--- src/sv/mse_pkg.sv ---
`default_nettype none

package mse_pkg;

  // entries of the command queue between front and back
  localparam int QUEUE_DEPTH = 4;

  // classification attached to every accepted item
  typedef struct packed {
    logic keep;   // value is stored
    logic last;   // closes the set
    logic ovf;    // set has dropped a value up to and including this item
  } mse_flags_t;

endpackage

`default_nettype wire

--- src/sv/mse_front.sv ---
`default_nettype none

module mse_front
  import mse_pkg::*;
#(
  parameter int DEPTH      = 64,
  parameter int DATA_WIDTH = 32
) (
  input  wire logic                             clk,
  input  wire logic                             rst,
  input  wire logic signed [31:0]               element,
  input  wire logic                             last_element,
  input  wire logic                             in_valid,
  output logic                                  in_ready,
  output logic                                  push_valid,
  input  wire logic                             push_ready,
  output logic        [DATA_WIDTH-1:0]          push_value,
  output logic        [$clog2(DEPTH+1)-1:0]     push_total,
  output mse_flags_t                            push_flags
);

  localparam int CW = $clog2(DEPTH + 1);

  logic [CW-1:0]            count;
  logic                     ovf;
  logic                     keep;
  logic [CW-1:0]            total_next;
  logic                     ovf_next;
  logic [DATA_WIDTH+31:0]   ext;
  logic                     take;

  // bits above the value width are dropped, narrower values are zero-extended
  assign ext        = {{DATA_WIDTH{1'b0}}, $unsigned(element)};
  assign keep       = (count < CW'(DEPTH));
  assign total_next = count + CW'(keep);
  assign ovf_next   = ovf || !keep;
  assign take       = in_valid && push_ready;

  assign in_ready        = push_ready;
  assign push_valid      = in_valid;
  assign push_value      = ext[DATA_WIDTH-1:0];
  assign push_total      = total_next;
  assign push_flags.keep = keep;
  assign push_flags.last = last_element;
  assign push_flags.ovf  = ovf_next;

  always_ff @(posedge clk) begin
    if (rst) begin
      count <= '0;
      ovf   <= 1'b0;
    end else if (take) begin
      if (last_element) begin
        count <= '0;
        ovf   <= 1'b0;
      end else begin
        count <= total_next;
        ovf   <= ovf_next;
      end
    end
  end

endmodule

`default_nettype wire

--- config.mk ---
export PLATFORM = sky130hd
export DESIGN_NAME = mse_front
export DESIGN_NICKNAME = d
export VERILOG_FILES = /design/src/sv/mse_pkg.sv /design/src/sv/mse_front.sv
export SDC_FILE = /design/constraint.sdc
export NUM_CORES = 1
export LEC_CHECK = 0
export BUFFER_PORTS_ARGS = -buffer_cell sky130_fd_sc_hd__buf_2
export CAP_MARGIN = 15
export CORE_MARGIN = 2
export CORE_UTILIZATION = 32
export CTS_BUF_LIST = sky130_fd_sc_hd__clkbuf_8
export CTS_CLUSTER_SIZE = 16
export DETAILED_ROUTE_END_ITERATION = 8
export PLACE_DENSITY = 0.85
export SYNTH_ARGS = -nofsm -noshare
export SYNTH_HDL_FRONTEND = slang
export SYNTH_SLANG_ARGS = --single-unit
--- constraint.sdc ---
create_clock -name clk -period 1.5 [get_ports clk]
set_input_delay 0.3 -clock clk [delete_from_list [all_inputs] [get_ports clk]]
set_output_delay 0.3 -clock clk [all_outputs]
set_load 0.02 [all_outputs]
==> results_dict.tcl <==
set metrics [dict create \
    outcome "finished with violations" \
    violations "setup timing" \
    p_total_uw 532 \
    first_global_vias 555 \
    crit_path_start_kind "flip-flop" \
    insertion_delay_ns 0.22 \
    required_ns 1.20 \
    fin_crit_ns 1.73 \
    synth_cell_type_count 24 \
    hold_violations 0 \
    syn-num-nets 131 \
    post-route-drc-count 0 \
    slew_headroom 0.680 \
    cts_tree "yes" \
    antenna_cells 0 \
    port_buffers 16 \
    maxCapViolCount 0 \
    wl_per_cell_um 15.0 \
    rsz0062_at_grt "yes" \
    clock_sinks 8 \
    synth_top_family_by_area "buffers and inverters" \
    start_util 0.338 \
    tightest_slew_ns 0.473 \
    dp_hpwl_um 1270 \
    drive_above_1_share 0.593 \
    path_class "flip-flop to output pin" \
    num_vias 551 \
    cts-root-buf "clkbuf_8" \
    vias_per_cell 5.06 \
    cts_buffer_depth 2 \
    grt_max_degree 9 \
    cts.clk_slew.worst_paths_ns 0.04 \
    die-width_um 52.1 \
    fin_tns_setup_ns -0.927 \
    crit_fanout 4 \
    layout.nets 122 \
    wl_um 1640 \
    drt-initial-drc-count 5 \
    slew_violations 0 \
    synth_seq_cells 8 \
    synthMuxAreaShare 0 \
    synth-xor-area-share 0.0591 \
    leakage_nw 0.315 \
    grt_first_pass_wirelength_um 2530 \
    track_usage 0.134 \
    areaGrowthSynthToFinish_pct 8.11 \
    synthCells 92 \
    ant_nets 0 \
    die-height_um 52.1 \
    yosysSeqAreaShare 0.216 \
    hold_path_class "input port to flip-flop" \
    syn_area_per_cell_sq_um 8.05 \
    end_kind "output pin" \
    synth_simple_gate_area_frac 0.166 \
    overflow 0 \
    setup_viol 7 \
    rows 17 \
    synth_compound_area_frac 0.128 \
    clock.fmax_mhz 577 \
    fin_worst_hold_slack_ns 0.374 \
    htree_levels 1 \
    powerDensity_nw_per_um2 664 \
    peakVddDrop_v 0.000348 \
    gp_congestion 0.742 \
    synth_fa_ha_area_frac 0.0338 \
    antenna_found_initial 0 \
    cts_buffers 3 \
    dieArea_sq_um 2720 \
    synth_area_sq_um 741 \
    worstPathArrival_ns 1.43 \
    fin_ws_ns -0.234 \
    core-area_sq_um 2190 \
    yosys_warnings 0 \
    skew_ns 0.00110 \
    period_share 1.16 \
    drtPass1Iterations 4 \
    io_pins 81 \
]
-- layout by cell type, fill, tap and decap left out, types with 2 or more instances in the layout --
| cell | count |
|---|---|
| dfxtp_2 | 2 |
| a21oi_1 | 3 |
| o21ai_0 | 3 |
| xnor2_2 | 3 |
| buf_4 | 13 |
| dfxtp_1 | 6 |
| a31oi_1 | 3 |
| buf_6 | 2 |
| nor2_1 | 2 |
| a21oi_2 | 4 |
| buf_2 | 10 |
| nand4b_1 | 2 |
| clkbuf_8 | 3 |
| nand2_1 | 4 |
| xor2_1 | 2 |
| nand3_4 | 2 |
| ha_4 | 2 |
-- flip-flops by register name, indices dropped and copies added, names as in the netlist --
register	count
count	7
ovf	1
-- Yosys cell counts --
master	n	area, sq um
buf_4	37	278
dfxtp_1	8	160
a21oi_1	7	35.0
nand2_1	4	15.0
a31oi_1	3	18.8
nor2_1	3	11.3
o21ai_0	3	15.0
xnor2_1	3	26.3
ha_1	2	25.0
inv_1	2	7.51
nand3_1	2	10.0
nand4b_1	2	17.5
o311ai_0	2	17.5
or3_2	2	15.0
or4_1	2	15.0
xor2_1	2	17.5
a311oi_1	1	8.76
buf_2	1	5.00
clkbuf_1	1	3.75
nand3_2	1	10.0
nand3b_1	1	7.51
nand4_1	1	6.26
or2_2	1	6.26
or3b_2	1	8.76
-- worst paths after layout --
path / startpoint / slack (ns) / cells past startpoint / to
max: count[6] / -0.23 / 7 / push_total[4]
max reg2reg: count[6] / -0.07 / 6 / count[5]
min: push_ready / 0.37 / 2 / ovf
min reg2reg: count[0] / 0.48 / 2 / count[0]
-- per-layer routing --
layer,vias up,share of wire,track usage,routed length [um]
met2,28,0.51,0.211,835
met1,252,0.36,0.130,585
li1,258,-,-,-
met3,13,0.086,0.0460,141
met5,-,0,0,0
met4,0,0.044,0.140,72
-- report_power, final --
group          switching (mW)  internal (mW)  leakage [nW]
combinational          0.0369         0.0237         0.228
clock                  0.0805          0.173        0.0216
sequential            0.00176          0.215        0.0655
total                   0.119          0.413         0.315
-- layout make-up --
type	count	area, sq um
sequential	8	163
fill	223	1390
clock buffer	3	41.3
timing repair buffer	25	170
multi-input combinational	43	384
inverter	2	7.51
tap	28	35.0
-- worst max-delay path, stage by stage, from the launching register on --
cell     delay (ns)
dfxtp_2        0.32
inv_2          0.08
ha_4           0.15
ha_4           0.14
nand3_4        0.10
buf_6          0.15
xnor2_2        0.12
buf_4          0.16
-- through the flow --
| step | instances | utilization | setup slack [ns] | instance area, sq um |
|---|---|---|---|---|
| 5_1_grt | 109 | 0.366 | -0.296 | 801 |
| 3_5_place_dp | 105 | 0.309 | -0.0821 | 677 |
| 4_1_cts | 110 | 0.352 | -0.248 | 771 |
| 2_1_floorplan | 92 | - | 0.00111 | 788 |
| 6_report | 109 | 0.366 | -0.234 | 801 |
| 3_3_place_gp | 105 | 0.309 | -0.0126 | 677 |
-- repair_timing --
action / 4_1_cts / 5_1_grt
buffers inserted: 2 / 0
pin swaps: 6 / 7
setup endpoints to repair: 8 / 10
gates resized for setup: 13 / 9
hold buffers: 0 / 0
-- logic make-up after synthesis --
family                     count (synthesis)
buffers and inverters                     41
and+or+nand+nor                           20
AOI/OAI and AO/OA                         16
DFF                                        8
xor gates and xnor gates                   5
adders and majority gates                  2
(Power assumes the default switching activity.)
