File: config.mk
export PLATFORM = sky130hd
export DESIGN_NAME = mse_queue
export DESIGN_NICKNAME = d
export VERILOG_FILES = /design/src/sv/mse_pkg.sv /design/src/sv/mse_queue.sv
export SDC_FILE = /design/constraint.sdc
export NUM_CORES = 1
export LEC_CHECK = 0
export ABC_AREA = 0
export BUFFER_PORTS_ARGS = -buffer_cell sky130_fd_sc_hd__buf_2
export CORE_ASPECT_RATIO = 1.2
export CORE_MARGIN = 2
export CORE_UTILIZATION = 40
export CTS_CLUSTER_DIAMETER = 50
export DETAILED_ROUTE_END_ITERATION = 16
export REMOVE_ABC_BUFFERS = 1
export SETUP_SLACK_MARGIN = 0.15
export SKIP_LAST_GASP = 1
export SYNTH_ARGS = -nofsm -noshare
export SYNTH_HDL_FRONTEND = slang
export SYNTH_SLANG_ARGS = --single-unit
File: constraint.sdc
create_clock -name clk -period 2.95 [get_ports clk]
set_input_delay 0.295 -clock clk [delete_from_list [all_inputs] [get_ports clk]]
set_output_delay 0.295 -clock clk [all_outputs]
set_load 0.1 [all_outputs]
File: src/sv/mse_pkg.sv
`default_nettype none

package mse_pkg;

  // entries of the command queue between front and back
  localparam int QUEUE_DEPTH = 4;

  // classification attached to every accepted item
  typedef struct packed {
    logic keep;   // value is stored
    logic last;   // closes the set
    logic ovf;    // set has dropped a value up to and including this item
  } mse_flags_t;

endpackage

`default_nettype wire

File: src/sv/mse_queue.sv
`default_nettype none

module mse_queue
  import mse_pkg::*;
#(
  parameter int W = 40
) (
  input  wire logic         clk,
  input  wire logic         rst,
  input  wire logic         push_valid,
  output logic              push_ready,
  input  wire logic [W-1:0] push_data,
  output logic              pop_valid,
  input  wire logic         pop_ready,
  output logic      [W-1:0] pop_data
);

  localparam int QAW = $clog2(QUEUE_DEPTH);
  localparam int QCW = $clog2(QUEUE_DEPTH + 1);

  logic [W-1:0]   entries [QUEUE_DEPTH];
  logic [QAW-1:0] wr_ptr;
  logic [QAW-1:0] rd_ptr;
  logic [QCW-1:0] fill;
  logic           do_push;
  logic           do_pop;

  assign push_ready = (fill != QCW'(QUEUE_DEPTH));
  assign pop_valid  = (fill != '0);
  assign pop_data   = entries[rd_ptr];
  assign do_push    = push_valid && push_ready;
  assign do_pop     = pop_valid && pop_ready;

  always_ff @(posedge clk) begin
    if (do_push) begin
      entries[wr_ptr] <= push_data;
    end
    if (rst) begin
      wr_ptr <= '0;
      rd_ptr <= '0;
      fill   <= '0;
    end else begin
      if (do_push) begin
        wr_ptr <= wr_ptr + 1'b1;
      end
      if (do_pop) begin
        rd_ptr <= rd_ptr + 1'b1;
      end
      if (do_push && !do_pop) begin
        fill <= fill + 1'b1;
      end else if (do_pop && !do_push) begin
        fill <= fill - 1'b1;
      end
    end
  end

endmodule

`default_nettype wire

==> results.ini <==
[critical_path]
timing.critical_path.max_delay_family=flip-flops
cp.required_ns=2.65
arrival_time_worst_endpoint_ns=2.18
path_buf_inv=2
critical-path-max-stage-delay_ns=0.61
critical_path.cell_chain=buf_12 > mux4_2 > buf_2
startpoint_type=flop
cp_slowest_cell=dfxtp_4
worst_setup_path_end_kind=primary output
worstPathMaxFanout=22
setup.worst_path.class=flop to primary output

[timing]
finalWorstPathRequiredPeriod_ns=2.47
skew_final_ns=0.00624
grt_setup_unrepaired=false
setup_violations=0
finalCritPeriodShare=0.838
final-max-slew-violation-count=0
slew_headroom=0.594
finalHoldViolations=0
worst_tran_pin_value_ns=0.610
maxClockFrequency_mhz=405

[global_route]
grt_pass1_vias=3105
grt_max_degree=41
globalRouteTotalUtil=0.138
grt_pass1_wl_mm=16.8
antenna_found_initial=1
gr-total-overflow=0

[placement]
dpl.hpwl_mm=6.51
placed_cells_incl_taps=546
place.gp.congestion=0.683
port_buffers=85

[cells_and_area]
nFillCells=1330
post_layout_nonfiller_instances=578
nNetsFinal=407
n_antenna_cell=0
final_layout_size_suffix_gt1_frac=0.449
area_delta_synth_final_pct=19.7

[synthesis]
combinational_family_with_the_most_area_after_synthesis=multiplexers
synth_area_per_cell_sq_um=24.5
postSynthRegisterBits=169
yosysUniqueCellTypes=23
post_synth_inst_count=257
yosys.area.top_type_share=0.763
synth_adder_area_share=0.0131
synth-compound-area-share=0.00795
synth_area_leaders=edfxtp_1 76%, mux4_2 14%, dfxtp_1 2.9%
simple_logic_cell_fraction_of_the_synthesized_area=0.0133
synth-warning-count=0
synthMuxAreaShare=0.148
netlist.top_cell.by_area=edfxtp_1
yosys.area_share.xor_xnor=0.00557
yosysSeqAreaShare=0.792
syn_area_sq_mm=0.00629

[outcome]
status=completed

[cts]
cts-buffers-inserted=17
cts.root.buffer_cell=clkbuf_16
postCtsSetupRepairBufs=0
cts.clk_slew.worst_paths_ns=0.06
post_cts.resized_instances=0
cts-htree-levels=4
cts_hold_buffers=0
clock_sinks=169
cts_max_path_buffers=2
cts_tree=done
clk_latency_ns=0.42

[floorplanning]
dieHeight_um=141
die_area_sq_mm=0.0168
chipWidth_um=119
rows=50
starting_density_of_the_core=0.406
core-area_sq_mm=0.0155
top_level_ports=86

[worst_hold_path]
hold_class=primary input to flop

[routing]
avgRoutedWirePerCell_um=18.6
detail_route.vias_per_cell=4.90
route.final.wire_length_mm=10.7
dr.first_iter.drc_count=132
antenna_violating_nets_post_route=0
drc=0
drtPass1Iterations=4
vias=2831

[job]
drv_cap=0

cells in the mapped netlist:
| cell type | count |
|---|---|
| buf_6 | 1 |
| xor2_1 | 4 |
| nand2b_1 | 2 |
| inv_1 | 3 |
| mux2_1 | 1 |
| fa_1 | 1 |
| buf_12 | 4 |
| mux4_2 | 40 |
| edfxtp_1 | 160 |
| dfxtp_1 | 9 |
| o311ai_1 | 1 |
| nor2_1 | 8 |
| a21boi_4 | 1 |
| ha_1 | 5 |
| buf_2 | 4 |
| o21ai_0 | 1 |
| nand2_1 | 1 |
| o31ai_2 | 1 |
| mux2i_1 | 2 |
| or3_1 | 2 |
| a21oi_1 | 1 |
| and2_1 | 4 |
| clkbuf_1 | 1 |
kinds of logic after synthesis:
group | count (synthesis)
xor gates and xnor gates | 4
buffers and inverters | 13
AOI/OAI and AO/OA | 5
DFF | 169
muxes | 43
and+or+nand+nor | 17
adders and majority gates | 6
final cells by class:
cell class / count / area (sq um) / share of cell area
Clock buffer: 20 / 437 / 0.0580
Clock inverter: 12 / 128 / 0.0169
Inverter: 3 / 11.3 / 0.00149
Multi-Input combinational cell: 75 / 1190 / 0.158
Sequential cell: 169 / 4990 / 0.662
Tap cell: 208 / 260 / 0.0345
Timing Repair Buffer: 91 / 520 / 0.0691
cell usage in the layout (no fill, tap or decap):
master / netlist / routed
mux2i_1: 2 / 2
a21oi_1: 1 / 1
dfxtp_2: 0 / 1
xor2_1: 4 / 4
o31ai_2: 1 / 1
inv_1: 3 / 3
clkinv_1: 0 / 2
o21ai_0: 1 / 1
and2_2: 0 / 4
dfxtp_1: 9 / 7
a21boi_4: 1 / 1
nand2b_1: 2 / 2
clkinv_2: 0 / 1
ha_1: 5 / 5
or3_1: 2 / 2
nand2_1: 1 / 1
mux2_1: 1 / 1
mux4_2: 40 / 40
clkbuf_1: 1 / 3
o311ai_1: 1 / 1
fa_1: 1 / 1
clkinvlp_4: 0 / 5
bufinv_16: 0 / 2
buf_4: 0 / 2
buf_2: 4 / 85
dfxtp_4: 0 / 1
buf_12: 4 / 4
clkinv_4: 0 / 2
nor2_1: 8 / 8
clkbuf_16: 0 / 17
edfxtp_1: 160 / 160
path summary, 6_finish.rpt:
kind | start | end | slack [ns] | cells past startpoint
max | flop | pop_data[38] | 0.48 | 3
min | push_data[23] | entries[2][23] | 0.09 | 1
max reg2reg | fill[0] | fill[2] | 0.79 | 8
min reg2reg | wr_ptr[1] | wr_ptr[1] | 0.52 | 2
per-layer routing:
metal  wire [um]  vias up  GRT usage
met5          11        -          0
met4         218        2     0.0620
met3         647       19     0.0551
met2        5400       74      0.224
met1        4450     1462      0.163
li1            -     1274          -
per-stage QoR:
step	hold slack, ns	worst slack (ns)	instance area [sq um]	util	setup TNS, ns
2_1_floorplan	0.364	-0.0417	6180	-	-1.67
3_3_place_gp	0.501	0.850	6970	0.449	0
3_5_place_dp	0.513	0.795	6970	0.449	0
4_1_cts	0.0673	0.386	7530	0.486	0
5_1_grt	0.0711	0.319	7530	0.486	0
6_report	0.0869	0.479	7530	0.486	0
state kept, by name, summed over array words and instances, names as in the netlist, named ones only:
signal,count
entries,160
fill,3
rd_ptr,2
wr_ptr,2
Power is not shown: default switching activity piles up to over one toggle a cycle in this logic, so the estimate is an artifact.
